**src/hw/rtl/rog_pkg.sv**
```systemverilog
// Shared types, codes and helpers for the rectangle occupancy grid engine.
// Used by the front classifier, the job queue, the back sequencer and the top level.
// Depends on nothing else.
package rog_pkg;

    localparam int COORD_BITS = 14;
    localparam int MAX_PHASES = 3;
    localparam int QUEUE_DEPTH = 2;
    localparam int MIN_GRID = 3;

    typedef logic signed [COORD_BITS-1:0] coord_t;

    localparam logic [2:0] REQ_PAINT     = 3'd0;
    localparam logic [2:0] REQ_PROBE     = 3'd1;
    localparam logic [2:0] REQ_SHIFT     = 3'd2;
    localparam logic [2:0] REQ_MOVE_TO   = 3'd3;
    localparam logic [2:0] REQ_CLEAR_ALL = 3'd4;
    localparam logic [2:0] REQ_READ_CELL = 3'd5;

    localparam logic [2:0] DIR_NONE  = 3'd0;
    localparam logic [2:0] DIR_UP    = 3'd1;
    localparam logic [2:0] DIR_DOWN  = 3'd2;
    localparam logic [2:0] DIR_LEFT  = 3'd3;
    localparam logic [2:0] DIR_RIGHT = 3'd4;

    typedef enum logic [1:0] {
        PH_FILL,
        PH_CLEAR_INT,
        PH_CLEAR_ALL,
        PH_SCAN
    } phase_kind_t;

    typedef struct packed {
        phase_kind_t kind;
        logic        write_id;
        logic        col_major;
        coord_t      r_first;
        coord_t      r_last;
        logic        r_down;
        coord_t      c_first;
        coord_t      c_last;
        logic        c_down;
    } phase_t;

    typedef struct packed {
        phase_t [MAX_PHASES-1:0] ph;
        logic [1:0]              n_ph;
        logic [7:0]              id;
        logic                    preset_border;
        logic                    bad_dir;
    } job_t;

    typedef enum logic [2:0] {
        BK_IDLE,
        BK_LOAD,
        BK_RUN,
        BK_FINISH,
        BK_DONE
    } back_state_t;

    function automatic logic is_interior(coord_t c, coord_t r, coord_t uw, coord_t uh);
        return (c > 0) && (r > 0) && (c < uw - coord_t'(1)) && (r < uh - coord_t'(1));
    endfunction

    function automatic phase_t mk_phase(phase_kind_t kind, logic write_id, logic col_major,
                                        coord_t r_first, coord_t r_last, logic r_down,
                                        coord_t c_first, coord_t c_last, logic c_down);
        phase_t p;
        p.kind = kind;
        p.write_id = write_id;
        p.col_major = col_major;
        p.r_first = r_first;
        p.r_last = r_last;
        p.r_down = r_down;
        p.c_first = c_first;
        p.c_last = c_last;
        p.c_down = c_down;
        return p;
    endfunction

endpackage

```
**src/hw/rtl/rog_queue.sv**
```systemverilog
// Short job queue between the front classifier and the back sequencer.
// Depends on rog_pkg.
module rog_queue (
    input  logic          clk,
    input  logic          rst_n,
    input  logic          push,
    input  rog_pkg::job_t push_job,
    input  logic          pop,
    output rog_pkg::job_t head_job,
    output logic          full,
    output logic          empty
);

    localparam int DEPTH = rog_pkg::QUEUE_DEPTH;
    localparam int PTR_W = $clog2(DEPTH);

    rog_pkg::job_t    entry_reg [DEPTH];
    logic [PTR_W-1:0] wr_ptr_reg, wr_ptr_next;
    logic [PTR_W-1:0] rd_ptr_reg, rd_ptr_next;
    logic [PTR_W:0]   count_reg, count_next;

    assign full = count_reg == (PTR_W + 1)'(DEPTH);
    assign empty = count_reg == '0;
    assign head_job = entry_reg[rd_ptr_reg];

    always_comb
    begin
        wr_ptr_next = push ? wr_ptr_reg + PTR_W'(1) : wr_ptr_reg;
        rd_ptr_next = pop ? rd_ptr_reg + PTR_W'(1) : rd_ptr_reg;
        count_next = count_reg + (PTR_W + 1)'(push) - (PTR_W + 1)'(pop);
    end

    always_ff @(posedge clk or negedge rst_n)
    begin
        if (!rst_n)
        begin
            wr_ptr_reg <= '0;
            rd_ptr_reg <= '0;
            count_reg <= '0;
        end
        else
        begin
            wr_ptr_reg <= wr_ptr_next;
            rd_ptr_reg <= rd_ptr_next;
            count_reg <= count_next;
        end
    end

    always_ff @(posedge clk)
    begin
        if (push)
        begin
            entry_reg[wr_ptr_reg] <= push_job;
        end
    end

endmodule

```
**config.mk**
```make
export PLATFORM = sky130hd
export DESIGN_NAME = rog_queue
export DESIGN_NICKNAME = d
export VERILOG_FILES = /design/src/hw/rtl/rog_pkg.sv /design/src/hw/rtl/rog_queue.sv
export SDC_FILE = /design/constraint.sdc
export NUM_CORES = 1
export LEC_CHECK = 0
export BUFFER_PORTS_ARGS = -buffer_cell sky130_fd_sc_hd__clkbuf_2
export CAP_MARGIN = 20
export CORE_MARGIN = 8
export CORE_UTILIZATION = 56
export DETAILED_ROUTE_END_ITERATION = 8
export PLACE_DENSITY = 0.84
export SYNTH_ARGS = -nofsm -noshare
export SYNTH_HDL_FRONTEND = slang
export SYNTH_SLANG_ARGS = --single-unit
```
**constraint.sdc**
```tcl
create_clock -name clk -period 24.6 [get_ports clk]
set_input_delay 4.92 -clock clk [delete_from_list [all_inputs] [get_ports clk]]
set_output_delay 4.92 -clock clk [all_outputs]
set_load 0.005 [all_outputs]
```
==> metrics.md <==
| Metric | Value |
|---|---|
| Status | complete, no violations |
| Sequential cell area fraction in the yosys report | 80.53% |
| Share of layout cells above drive strength 1 | about three fifths |
| DP Wirelength | 23390 µm |
| Number of synthesized flops with an enable pin | approximately 400 |
| Synthesized netlist cell count | around 630 |
| Final Hold Viols | 0 |
| TritonCTS clock tree | done |
| Yosys reg bits | 400 |
| Register-to-register setup slack | approximately 22000 ps |
| CTS Sinks | 400 |
| Max Clock Skew | 10.27 ps |
| Area Growth Syn to Fin | 23.96% |
| Capture point of the worst reg-to-reg path | entry_reg[0][158]$_DFFE_PP_ |
| Synthesized cell area | 14890 µm² |
| Most common cell in the netlist | edfxtp_1 |
| Number of nets in the layout | ~1300 |
| YS warnings | 0 |
| Initial core utilization | a little under three fifths |
| Die Y | 179.1 µm |
| Dpl cells | approximately 1400 |
| PortBufs | between 400 and 500 |
| Critical path, cell by cell | buf_4, buf_4, mux2_4, clkbuf_2 |
| Post-route ant nets | 0 |
| Gpl congestion | about 0.80 |
| Worst slew pin tran | 1083 ps |
| Crit-path max FO | 73 |
| Pwr Density | 114.1 nW/µm² |
| Total track usage | 19.56% |
| Clock buffer depth | 3 |
| Clock-pin slew on the worst setup and hold paths | approximately 60 ps |
| CTS resizes | 0 |
| DR vias | roughly 7600 |
| CTS Hold Bufs | 0 |
| Routed len/inst | approximately 23 µm |
| Fmax achieved | 123.6 MHz |
| Number of flip-flops in the largest register | approximately 400 |
| Hold endpoint | wr_ptr_reg$_DFFE_PN0P_ |
| Cells on worst reg2reg path | 3 |
| Tightest Hold Check Type | reg2reg |
| Final non-filler cell total | 1427 |
| CP required | 19680 ps |
| DRC errors left | 0 |
| Hold Path Depth | 1 |
| Syn_nets | around 840 |
| Total power | 2.106 mW |
| DRT Pass-1 Iters | 4 |
| Commonest cells in the netlist | edfxtp_1, mux2_4, mux2_2 |
| Yosys cell types | 13 |
| Syn Area/Cell | around 24 µm² |
| Final Instance Area | between 15000 and 20000 µm² |
| Critical R2R Launch | wr_ptr_reg$_DFFE_PN0P_ |
| Most frequent CP cell | buf_4 |
| Die area | between 30000 and 40000 µm² |
| IO Pins | 402 |
| WL final | 32970 µm |
| Num CTS Buffers | 39 |
| Core area | around 26000 µm² |
| Worst-Skew Late Latency | 510 ps |
| Slowest stage delay, CP | 840 ps |
| CTS root buffer | clkbuf_16 |
| Worst setup EP type | primary output |
| Final TNS setup | 0 ps |
| Crit path DAT | ~3200 ps |
| Maximum vdd drop | 80.77 µV |
| Relative slew margins | approximately 28% |
| Die Wd | 179.1 µm |
| HP Start | wr_ptr_reg$_DFFE_PN0P_ |
| Count of pins over their slew limit | 0 |
| Yosys top cell area share | around four fifths |
| H-tree Lvls | 2 |
| Post-synth ARST share | under 10% |
| Avg Vias per Cell | roughly 5.3 |
| Vias in the first global route | 7907 |
| Setup Fix Bufs, Post-CTS | 0 |
| Post-route minimum period | 8092 ps |
| RSZ-0062 raised after global routing | false |
| Final setup fails | 0 |
| Largest net degree at the start of global routing | 78 |
| Yosys top cell by area | edfxtp_1 |
| Crit-path slowest cell | buf_4 |
| Pleak | 7.339 nW |
| Post-synth top flop | edfxtp_1 |
| Period utilisation layout | about a third |
| WS Path Type | reg2out |
| Max-cap viol count | 0 |
| GR Overflow Total | 0 |
| Post-DP Area | 17190 µm² |
| Initial antenna violation count | 5 |
| First-pass GRT wire length | between 40000 and 50000 µm |
| Startpoint type of the worst setup path | flop |
| Ranking of synthesized cells by area | edfxtp_1, mux2_4, mux2_2 |
| FILL cells | between 1500 and 2000 |
| Site Rows | 59 |
| Initial drt markers | ~590 |
## worst max-delay path: cells and delay by family (launching register included)
family	cells	cell delay [ps]
buffers and inverters	3	1700
DFF	1	440
muxes	1	370
## power breakdown
part	leakage (nW)	internal [mW]	switching (mW)
combinational	3.00	0.309	0.298
sequential	3.76	0.906	0.0346
clock	0.574	0.325	0.233
## worst max-delay path by stage
stage / endpoint / slack (ps) / startpoint / depth (start not counted)
2_1_floorplan: entry_reg[0][0]$_DFFE_PP_ / 10360 / push / 1
3_3_place_gp: entry_reg[0][118]$_DFFE_PP_ / 17060 / push / 4
3_5_place_dp: entry_reg[0][161]$_DFFE_PP_ / 17010 / push / 4
4_1_cts: head_job[156] / 16480 / rd_ptr_reg$_DFFE_PN0P_ / 4
5_1_grt: head_job[87] / 16330 / rd_ptr_reg$_DFFE_PN0P_ / 4
6_report: head_job[75] / 16510 / rd_ptr_reg$_DFFE_PN0P_ / 4
## metal layers
| layer | vias to the layer above | GRT usage [%] | routed length (µm) |
|---|---|---|---|
| met1 | 3692 | 22.85 | 12000 |
| met4 | 6 | 7.475 | 1020 |
| met3 | 65 | 6.719 | 3784 |
| met2 | 391 | 32.97 | 16130 |
| li1 | 3398 | - | - |
| met5 | - | 0 | 36 |
## cell type report
cell class | count | area, µm² | area share (%)
antenna | 3 | 7.507 | 0.04067
clock buffer | 50 | 1060 | 5.742
clock inverter | 19 | 142.6 | 0.7728
inverter | 2 | 7.507 | 0.04067
multi-input combinational | 207 | 2704 | 14.65
sequential | 400 | 12000 | 64.99
tap | 335 | 419.2 | 2.271
timing repair buffer | 411 | 2122 | 11.50
## kinds of logic (layout without fill, tap and decap cells)
group                    count (synthesis)  count (layout)  share of synthesized area [%]
buffers and inverters                   24             482                          1.378
flip-flops                             400             400                          80.53
XOR/XNOR                                 3               3                         0.2773
multiplexers                           198             198                          17.49
adder cells (fa/ha/maj)                  2               2                         0.1680
other                                    0               3                              0
AND/OR/NAND/NOR                          4               4                         0.1512
## cells in the final DEF (no fill, tap or decap), types with 3 or more instances in the layout
cell / n
clkbuf_2: 401
edfxtp_1: 396
mux2_4: 100
mux2_2: 98
clkbuf_16: 41
clkinv_1: 11
clkbuf_1: 9
buf_4: 8
diode_2: 3
clkinvlp_4: 3
dfrtp_1: 3
## through the flow
stage / util, % / hold WS (ps) / setup WS, ps
finish: 70.83 / 579.1 / 16510
global route: 70.82 / 592.2 / 16330
CTS: 70.59 / 579.4 / 16480
detailed placement: 65.98 / 567.5 / 17010
global placement: 65.98 / 531.4 / 17060
floorplan: - / 455.5 / 10360
(Power assumes the default switching activity.)
