==> src/hw/rtl/rog_pkg.sv <==
// Shared types, codes and helpers for the rectangle occupancy grid engine.
// Used by the front classifier, the job queue, the back sequencer and the top level.
// Depends on nothing else.
package rog_pkg;

    localparam int COORD_BITS = 14;
    localparam int MAX_PHASES = 3;
    localparam int QUEUE_DEPTH = 2;
    localparam int MIN_GRID = 3;

    typedef logic signed [COORD_BITS-1:0] coord_t;

    localparam logic [2:0] REQ_PAINT     = 3'd0;
    localparam logic [2:0] REQ_PROBE     = 3'd1;
    localparam logic [2:0] REQ_SHIFT     = 3'd2;
    localparam logic [2:0] REQ_MOVE_TO   = 3'd3;
    localparam logic [2:0] REQ_CLEAR_ALL = 3'd4;
    localparam logic [2:0] REQ_READ_CELL = 3'd5;

    localparam logic [2:0] DIR_NONE  = 3'd0;
    localparam logic [2:0] DIR_UP    = 3'd1;
    localparam logic [2:0] DIR_DOWN  = 3'd2;
    localparam logic [2:0] DIR_LEFT  = 3'd3;
    localparam logic [2:0] DIR_RIGHT = 3'd4;

    typedef enum logic [1:0] {
        PH_FILL,
        PH_CLEAR_INT,
        PH_CLEAR_ALL,
        PH_SCAN
    } phase_kind_t;

    typedef struct packed {
        phase_kind_t kind;
        logic        write_id;
        logic        col_major;
        coord_t      r_first;
        coord_t      r_last;
        logic        r_down;
        coord_t      c_first;
        coord_t      c_last;
        logic        c_down;
    } phase_t;

    typedef struct packed {
        phase_t [MAX_PHASES-1:0] ph;
        logic [1:0]              n_ph;
        logic [7:0]              id;
        logic                    preset_border;
        logic                    bad_dir;
    } job_t;

    typedef enum logic [2:0] {
        BK_IDLE,
        BK_LOAD,
        BK_RUN,
        BK_FINISH,
        BK_DONE
    } back_state_t;

    function automatic logic is_interior(coord_t c, coord_t r, coord_t uw, coord_t uh);
        return (c > 0) && (r > 0) && (c < uw - coord_t'(1)) && (r < uh - coord_t'(1));
    endfunction

    function automatic phase_t mk_phase(phase_kind_t kind, logic write_id, logic col_major,
                                        coord_t r_first, coord_t r_last, logic r_down,
                                        coord_t c_first, coord_t c_last, logic c_down);
        phase_t p;
        p.kind = kind;
        p.write_id = write_id;
        p.col_major = col_major;
        p.r_first = r_first;
        p.r_last = r_last;
        p.r_down = r_down;
        p.c_first = c_first;
        p.c_last = c_last;
        p.c_down = c_down;
        return p;
    endfunction

endpackage

==> src/hw/rtl/rog_front.sv <==
// Front classifier: accepts request transactions and turns each into a job of cell walks.
// Depends on rog_pkg.
module rog_front (
    input  logic              req_valid,
    output logic              req_stall,
    input  logic [2:0]        req_type,
    input  logic [7:0]        object_id,
    input  logic [7:0]        rect_x,
    input  logic [7:0]        rect_y,
    input  logic [8:0]        rect_w,
    input  logic [8:0]        rect_h,
    input  logic [2:0]        direction,
    input  logic [7:0]        move_distance,
    input  logic [7:0]        target_x,
    input  logic [7:0]        target_y,
    input  rog_pkg::coord_t   used_w,
    input  rog_pkg::coord_t   used_h,
    input  logic              hold,
    input  logic              q_full,
    output logic              push,
    output rog_pkg::job_t     job
);

    rog_pkg::coord_t x, y, w, h, d, tx, ty, right, bottom, nr, nb, cx, cy;
    logic dir_bad;

    assign req_stall = q_full | hold;
    assign push = req_valid & ~req_stall;

    always_comb
    begin
        x = rog_pkg::coord_t'(rect_x);
        y = rog_pkg::coord_t'(rect_y);
        w = rog_pkg::coord_t'(rect_w);
        h = rog_pkg::coord_t'(rect_h);
        d = rog_pkg::coord_t'(move_distance);
        tx = rog_pkg::coord_t'(target_x);
        ty = rog_pkg::coord_t'(target_y);
        right = x + w - rog_pkg::coord_t'(1);
        bottom = y + h - rog_pkg::coord_t'(1);
        nr = tx + w - rog_pkg::coord_t'(1);
        nb = ty + h - rog_pkg::coord_t'(1);
        dir_bad = direction > rog_pkg::DIR_RIGHT;

        cx = x;
        cy = y;
        unique case (direction)
            rog_pkg::DIR_UP:    cy = y - d;
            rog_pkg::DIR_DOWN:  cy = bottom + d;
            rog_pkg::DIR_LEFT:  cx = x - d;
            rog_pkg::DIR_RIGHT: cx = right + d;
            default:
            begin
                cx = x;
                cy = y;
            end
        endcase

        job = '0;
        job.id = object_id;

        unique case (req_type)
            rog_pkg::REQ_PAINT:
            begin
                job.n_ph = 2'd1;
                job.ph[0] = rog_pkg::mk_phase(rog_pkg::PH_FILL, 1'b1, 1'b0,
                                              y, bottom, 1'b0, x, right, 1'b0);
            end
            rog_pkg::REQ_PROBE:
            begin
                if (dir_bad)
                begin
                    job.bad_dir = 1'b1;
                end
                else if (!rog_pkg::is_interior(cx, cy, used_w, used_h))
                begin
                    job.preset_border = 1'b1;
                end
                else
                begin
                    job.n_ph = 2'd1;
                    unique case (direction)
                        rog_pkg::DIR_UP:
                            job.ph[0] = rog_pkg::mk_phase(rog_pkg::PH_SCAN, 1'b0, 1'b0,
                                y - rog_pkg::coord_t'(1), y - d, 1'b1, x, right, 1'b0);
                        rog_pkg::DIR_DOWN:
                            job.ph[0] = rog_pkg::mk_phase(rog_pkg::PH_SCAN, 1'b0, 1'b0,
                                bottom + rog_pkg::coord_t'(1), bottom + d, 1'b0, x, right, 1'b0);
                        rog_pkg::DIR_LEFT:
                            job.ph[0] = rog_pkg::mk_phase(rog_pkg::PH_SCAN, 1'b0, 1'b1,
                                y, bottom, 1'b0, x - rog_pkg::coord_t'(1), x - d, 1'b1);
                        rog_pkg::DIR_RIGHT:
                            job.ph[0] = rog_pkg::mk_phase(rog_pkg::PH_SCAN, 1'b0, 1'b1,
                                y, bottom, 1'b0, right + rog_pkg::coord_t'(1), right + d, 1'b0);
                        default:
                            job.ph[0] = rog_pkg::mk_phase(rog_pkg::PH_SCAN, 1'b0, 1'b0,
                                y, y, 1'b0, x, x, 1'b0);
                    endcase
                end
            end
            rog_pkg::REQ_SHIFT:
            begin
                if (dir_bad)
                begin
                    job.bad_dir = 1'b1;
                end
                else
                begin
                    unique case (direction)
                        rog_pkg::DIR_UP:
                        begin
                            job.n_ph = 2'd2;
                            job.ph[0] = rog_pkg::mk_phase(rog_pkg::PH_FILL, 1'b1, 1'b0,
                                y - d, y - rog_pkg::coord_t'(1), 1'b0, x, right, 1'b0);
                            job.ph[1] = rog_pkg::mk_phase(rog_pkg::PH_FILL, 1'b0, 1'b0,
                                bottom - d + rog_pkg::coord_t'(1), bottom, 1'b0, x, right, 1'b0);
                        end
                        rog_pkg::DIR_DOWN:
                        begin
                            job.n_ph = 2'd2;
                            job.ph[0] = rog_pkg::mk_phase(rog_pkg::PH_FILL, 1'b1, 1'b0,
                                bottom + rog_pkg::coord_t'(1), bottom + d, 1'b0, x, right, 1'b0);
                            job.ph[1] = rog_pkg::mk_phase(rog_pkg::PH_FILL, 1'b0, 1'b0,
                                y, y + d - rog_pkg::coord_t'(1), 1'b0, x, right, 1'b0);
                        end
                        rog_pkg::DIR_LEFT:
                        begin
                            job.n_ph = 2'd2;
                            job.ph[0] = rog_pkg::mk_phase(rog_pkg::PH_FILL, 1'b1, 1'b0,
                                y, bottom, 1'b0, x - d, x - rog_pkg::coord_t'(1), 1'b0);
                            job.ph[1] = rog_pkg::mk_phase(rog_pkg::PH_FILL, 1'b0, 1'b0,
                                y, bottom, 1'b0, right - d + rog_pkg::coord_t'(1), right, 1'b0);
                        end
                        rog_pkg::DIR_RIGHT:
                        begin
                            job.n_ph = 2'd2;
                            job.ph[0] = rog_pkg::mk_phase(rog_pkg::PH_FILL, 1'b1, 1'b0,
                                y, bottom, 1'b0, right + rog_pkg::coord_t'(1), right + d, 1'b0);
                            job.ph[1] = rog_pkg::mk_phase(rog_pkg::PH_FILL, 1'b0, 1'b0,
                                y, bottom, 1'b0, x, x + d - rog_pkg::coord_t'(1), 1'b0);
                        end
                        default:
                        begin
                            job.n_ph = 2'd0;
                        end
                    endcase
                end
            end
            rog_pkg::REQ_MOVE_TO:
            begin
                job.ph[0] = rog_pkg::mk_phase(rog_pkg::PH_CLEAR_INT, 1'b0, 1'b0,
                                              y, bottom, 1'b0, x, right, 1'b0);
                if (rog_pkg::is_interior(tx, ty, used_w, used_h) &&
                    rog_pkg::is_interior(nr, ty, used_w, used_h) &&
                    rog_pkg::is_interior(tx, nb, used_w, used_h) &&
                    rog_pkg::is_interior(nr, nb, used_w, used_h))
                begin
                    job.n_ph = 2'd3;
                    job.ph[1] = rog_pkg::mk_phase(rog_pkg::PH_SCAN, 1'b0, 1'b0,
                                                  ty, nb, 1'b0, tx, nr, 1'b0);
                    job.ph[2] = rog_pkg::mk_phase(rog_pkg::PH_FILL, 1'b1, 1'b0,
                                                  ty, nb, 1'b0, tx, nr, 1'b0);
                end
                else
                begin
                    job.n_ph = 2'd1;
                    job.preset_border = 1'b1;
                end
            end
            rog_pkg::REQ_CLEAR_ALL:
            begin
                job.n_ph = 2'd1;
                job.ph[0].kind = rog_pkg::PH_CLEAR_ALL;
            end
            rog_pkg::REQ_READ_CELL:
            begin
                job.n_ph = 2'd1;
                job.ph[0] = rog_pkg::mk_phase(rog_pkg::PH_SCAN, 1'b0, 1'b0,
                                              ty, ty, 1'b0, tx, tx, 1'b0);
            end
            default:
            begin
                job.n_ph = 2'd0;
            end
        endcase
    end

endmodule

==> config.mk <==
export PLATFORM = sky130hd
export DESIGN_NAME = rog_front
export DESIGN_NICKNAME = d
export VERILOG_FILES = /design/src/hw/rtl/rog_pkg.sv /design/src/hw/rtl/rog_front.sv
export SDC_FILE = /design/constraint.sdc
export NUM_CORES = 1
export LEC_CHECK = 0
export ABC_AREA = 1
export BUFFER_PORTS_ARGS = -buffer_cell sky130_fd_sc_hd__buf_2
export CAP_MARGIN = 20
export CELL_PAD_IN_SITES_DETAIL_PLACEMENT = 1
export CELL_PAD_IN_SITES_GLOBAL_PLACEMENT = 1
export CORE_AREA = 3 3 190 192
export DETAILED_ROUTE_END_ITERATION = 8
export DIE_AREA = 0 0 193 195
export PLACE_DENSITY = 0.86
export SETUP_SLACK_MARGIN = 0.3
export SYNTH_ARGS = -nofsm -noshare
export SYNTH_HDL_FRONTEND = slang
export SYNTH_SLANG_ARGS = --single-unit
==> constraint.sdc <==
create_clock -name vclk -period 6.3
set_input_delay 0.315 -clock vclk [all_inputs]
set_output_delay 0.315 -clock vclk [all_outputs]
set_load 0.01 [all_outputs]
==> results.tsv <==
metric	value	unit
status	finished clean	
Synth top area share	23.2	%
die area	37600	um2
count of buffers from port buffering	258	
part of the Yosys area used for sequential elements	0	%
data arrival time of the critical path	5.39	ns
shortest clock period the worst path allows after layout	5.71	ns
sum of net half-perimeters after detailed placement	57600	um
most prevalent standard cell on the critical path	sky130_fd_sc_hd__nand2_1	
met2 GRT Util	54.2	%
final RePlAce weighted congestion	1.02	
start-to-end type of the worst setup path	in -> out	
max frequency	175	MHz
cell family with the largest share of critical-path delay	simple AND/OR/NAND/NOR gates	
die extent in x	193	um
FP Rows	68	
total via count after detailed routing	17520	
starting density of the core	37.8	%
number of antenna violations at the first check in global routing	6	
Vias/cell	5.78	
via count of the first global-routing pass	17435	
global-route wire length before repair	101000	um
maximum single-stage delay on the critical path	0.38	ns
routed wire length per instance	22.6	um
Filler Cell Count	5058	
final hold violation count	0	
cells taking the most area after synthesis	sky130_fd_sc_hd__ha_1 23%, sky130_fd_sc_hd__nand2_1 16%, sky130_fd_sc_hd__inv_1 12%, sky130_fd_sc_hd__nand3_1 8.5%, sky130_fd_sc_hd__nor2_1 6.4%	
number of max-cap violations	0	
critical path data required time	5.98	ns
pin count of the biggest net entering global routing	46	
GR met3 Demand/Resource	6.39	%
overall global routing resource usage	34.6	%
total DRC errors in the routed layout	0	
area taken by multi-input logic gates	11000	um2
storage element area	0	um2
CTS Hold Bufs	0	
worst-path fanout max	15	
area inside the core boundary	34500	um2
final WL	68500	um
count of TritonRoute iterations in the first routing pass	6	
Boundary Pins	303	
Synth warnings	0	
max-slew violations	0	
number of standard cells after synthesis	2346	
overflow left after global routing	0	
layout cell share with drive strength beyond 1	16.2	%
worst setup path startpoint	rect_y[1]	
most used routing layer	met2	
initial drt markers	1468	
layout sequential cell count	0	
hold crit path type	in -> out	
area delta synth->final	15.4	%
nature of the critical path endpoint	output port	
met1 track demand over resource in global routing	47.7	%
Die Ht	195	um
relative slew slack	30.8	%
Worst-Margin Slew	1.03	ns
post-route ant nets	0	
Final Net Count	2933	
post-synthesis instance area	13100	um2
launching element type of the critical path	input pin	
Buf+Inv Stages, Crit Path	8	
Max stage delay cell, worst path	sky130_fd_sc_hd__fa_2	
post-synthesis cell type count	54	
Fin Setup TNS	0	ns
final setup violation count	0	
clock buffer count in the final layout	0	
beginning of the worst hold path	object_id[0]	
Mean Syn Cell Area	5.56	um2
final worst path period share	90.6	%
setup repair after global routing missed its margin	true	
dominant cell type by area after synthesis	sky130_fd_sc_hd__ha_1	
metrics by stage:
step | std cells | setup slack, ns | hold WS, ns | util [%] | cell area [um2]
after CTS | 3022 | 0.315 | 0.630 | 42.7 | 14800
final | 3031 | 0.591 | 0.630 | 43.6 | 15100
after floorplan | 2374 | 0.937 | 0.717 | - | 13200
after global routing | 3030 | 0.205 | 0.630 | 43.6 | 15100
after global placement | 3017 | 0.414 | 0.630 | 42.4 | 14700
after detailed placement | 3017 | 0.159 | 0.630 | 42.4 | 14700
final timing paths:
kind | to | slack [ns] | cells after the start
hold / removal | job[2] | 0.63 | 0
setup / recovery | job[39] | 0.59 | 37
repair_timing:
action	in CTS	in global routing
setup buffers	4	5
setup endpoints to repair	55	63
pin swaps	1	10
resized for setup	5	59
gates cloned	1	1
cell usage in the layout (no fill, tap or decap), drive strengths merged, types with 3 or more instances in the layout:
cell type,instances
a211oi,7
a21boi,3
a21o,4
a21oi,133
a221oi,20
a31oi,21
a41oi,7
and2,3
buf,316
clkbuf,5
clkinv,5
conb,29
fa,12
ha,242
inv,431
nand2,568
nand3,226
nand3b,7
nand4,68
nor2,228
nor3,26
nor3b,6
nor4,7
o211ai,8
o21a,6
o21ai,91
o21bai,8
o221ai,4
o22ai,19
or2,11
xnor2,13
xor2,28
per-layer routing:
metal / share of wire (%) / vias up / routed length (um)
met4: 3.8 / 8 / 2620
met2: 44 / 850 / 29900
met3: 9.6 / 174 / 6590
met5: 0.069 / - / 47
met1: 43 / 8451 / 29300
li1: - / 8037 / -
layout make-up:
type                            instances  area share, %
Inverter                              437           10.9
Timing Repair Buffer                  321           12.2
Tap cell                              455           3.78
Multi-Input combinational cell       1816           73.1
Antenna cell                            2         0.0332
cells by family after synthesis:
family / share of synthesized area (%)
fa+ha+maj: 25.0
compound gates: 15.3
simple gates: 38.4
other cells: 0.0287
buf+inv: 18.5
xor+xnor: 2.75
cells in the mapped netlist (3+ instances only):
cell type and count:
sky130_fd_sc_hd__a21boi_0 3, sky130_fd_sc_hd__a221oi_1 20, sky130_fd_sc_hd__buf_1 5, sky130_fd_sc_hd__xnor2_1 13
sky130_fd_sc_hd__o221ai_1 4, sky130_fd_sc_hd__fa_1 12, sky130_fd_sc_hd__or2_2 11, sky130_fd_sc_hd__nor2_1 221
sky130_fd_sc_hd__a41oi_1 7, sky130_fd_sc_hd__a21oi_1 130, sky130_fd_sc_hd__o22ai_1 19, sky130_fd_sc_hd__ha_1 242
sky130_fd_sc_hd__o21a_1 6, sky130_fd_sc_hd__a21oi_2 3, sky130_fd_sc_hd__nor3_1 25, sky130_fd_sc_hd__buf_2 15
sky130_fd_sc_hd__buf_4 57, sky130_fd_sc_hd__inv_2 5, sky130_fd_sc_hd__nand2_2 6, sky130_fd_sc_hd__nand3_2 5
sky130_fd_sc_hd__o21bai_1 8, sky130_fd_sc_hd__o21ai_0 90, sky130_fd_sc_hd__o211ai_1 8, sky130_fd_sc_hd__nor3b_1 6
sky130_fd_sc_hd__a31oi_1 21, sky130_fd_sc_hd__buf_6 11, sky130_fd_sc_hd__nand3b_1 7, sky130_fd_sc_hd__and2_1 3
sky130_fd_sc_hd__xor2_1 28, sky130_fd_sc_hd__nand4_1 67, sky130_fd_sc_hd__nor4_1 7, sky130_fd_sc_hd__clkinv_1 5
sky130_fd_sc_hd__nand3_1 221, sky130_fd_sc_hd__a211oi_1 7, sky130_fd_sc_hd__nor2_2 4, sky130_fd_sc_hd__a21o_1 4
sky130_fd_sc_hd__inv_1 427, sky130_fd_sc_hd__nand2_1 562, sky130_fd_sc_hd__clkbuf_1 33
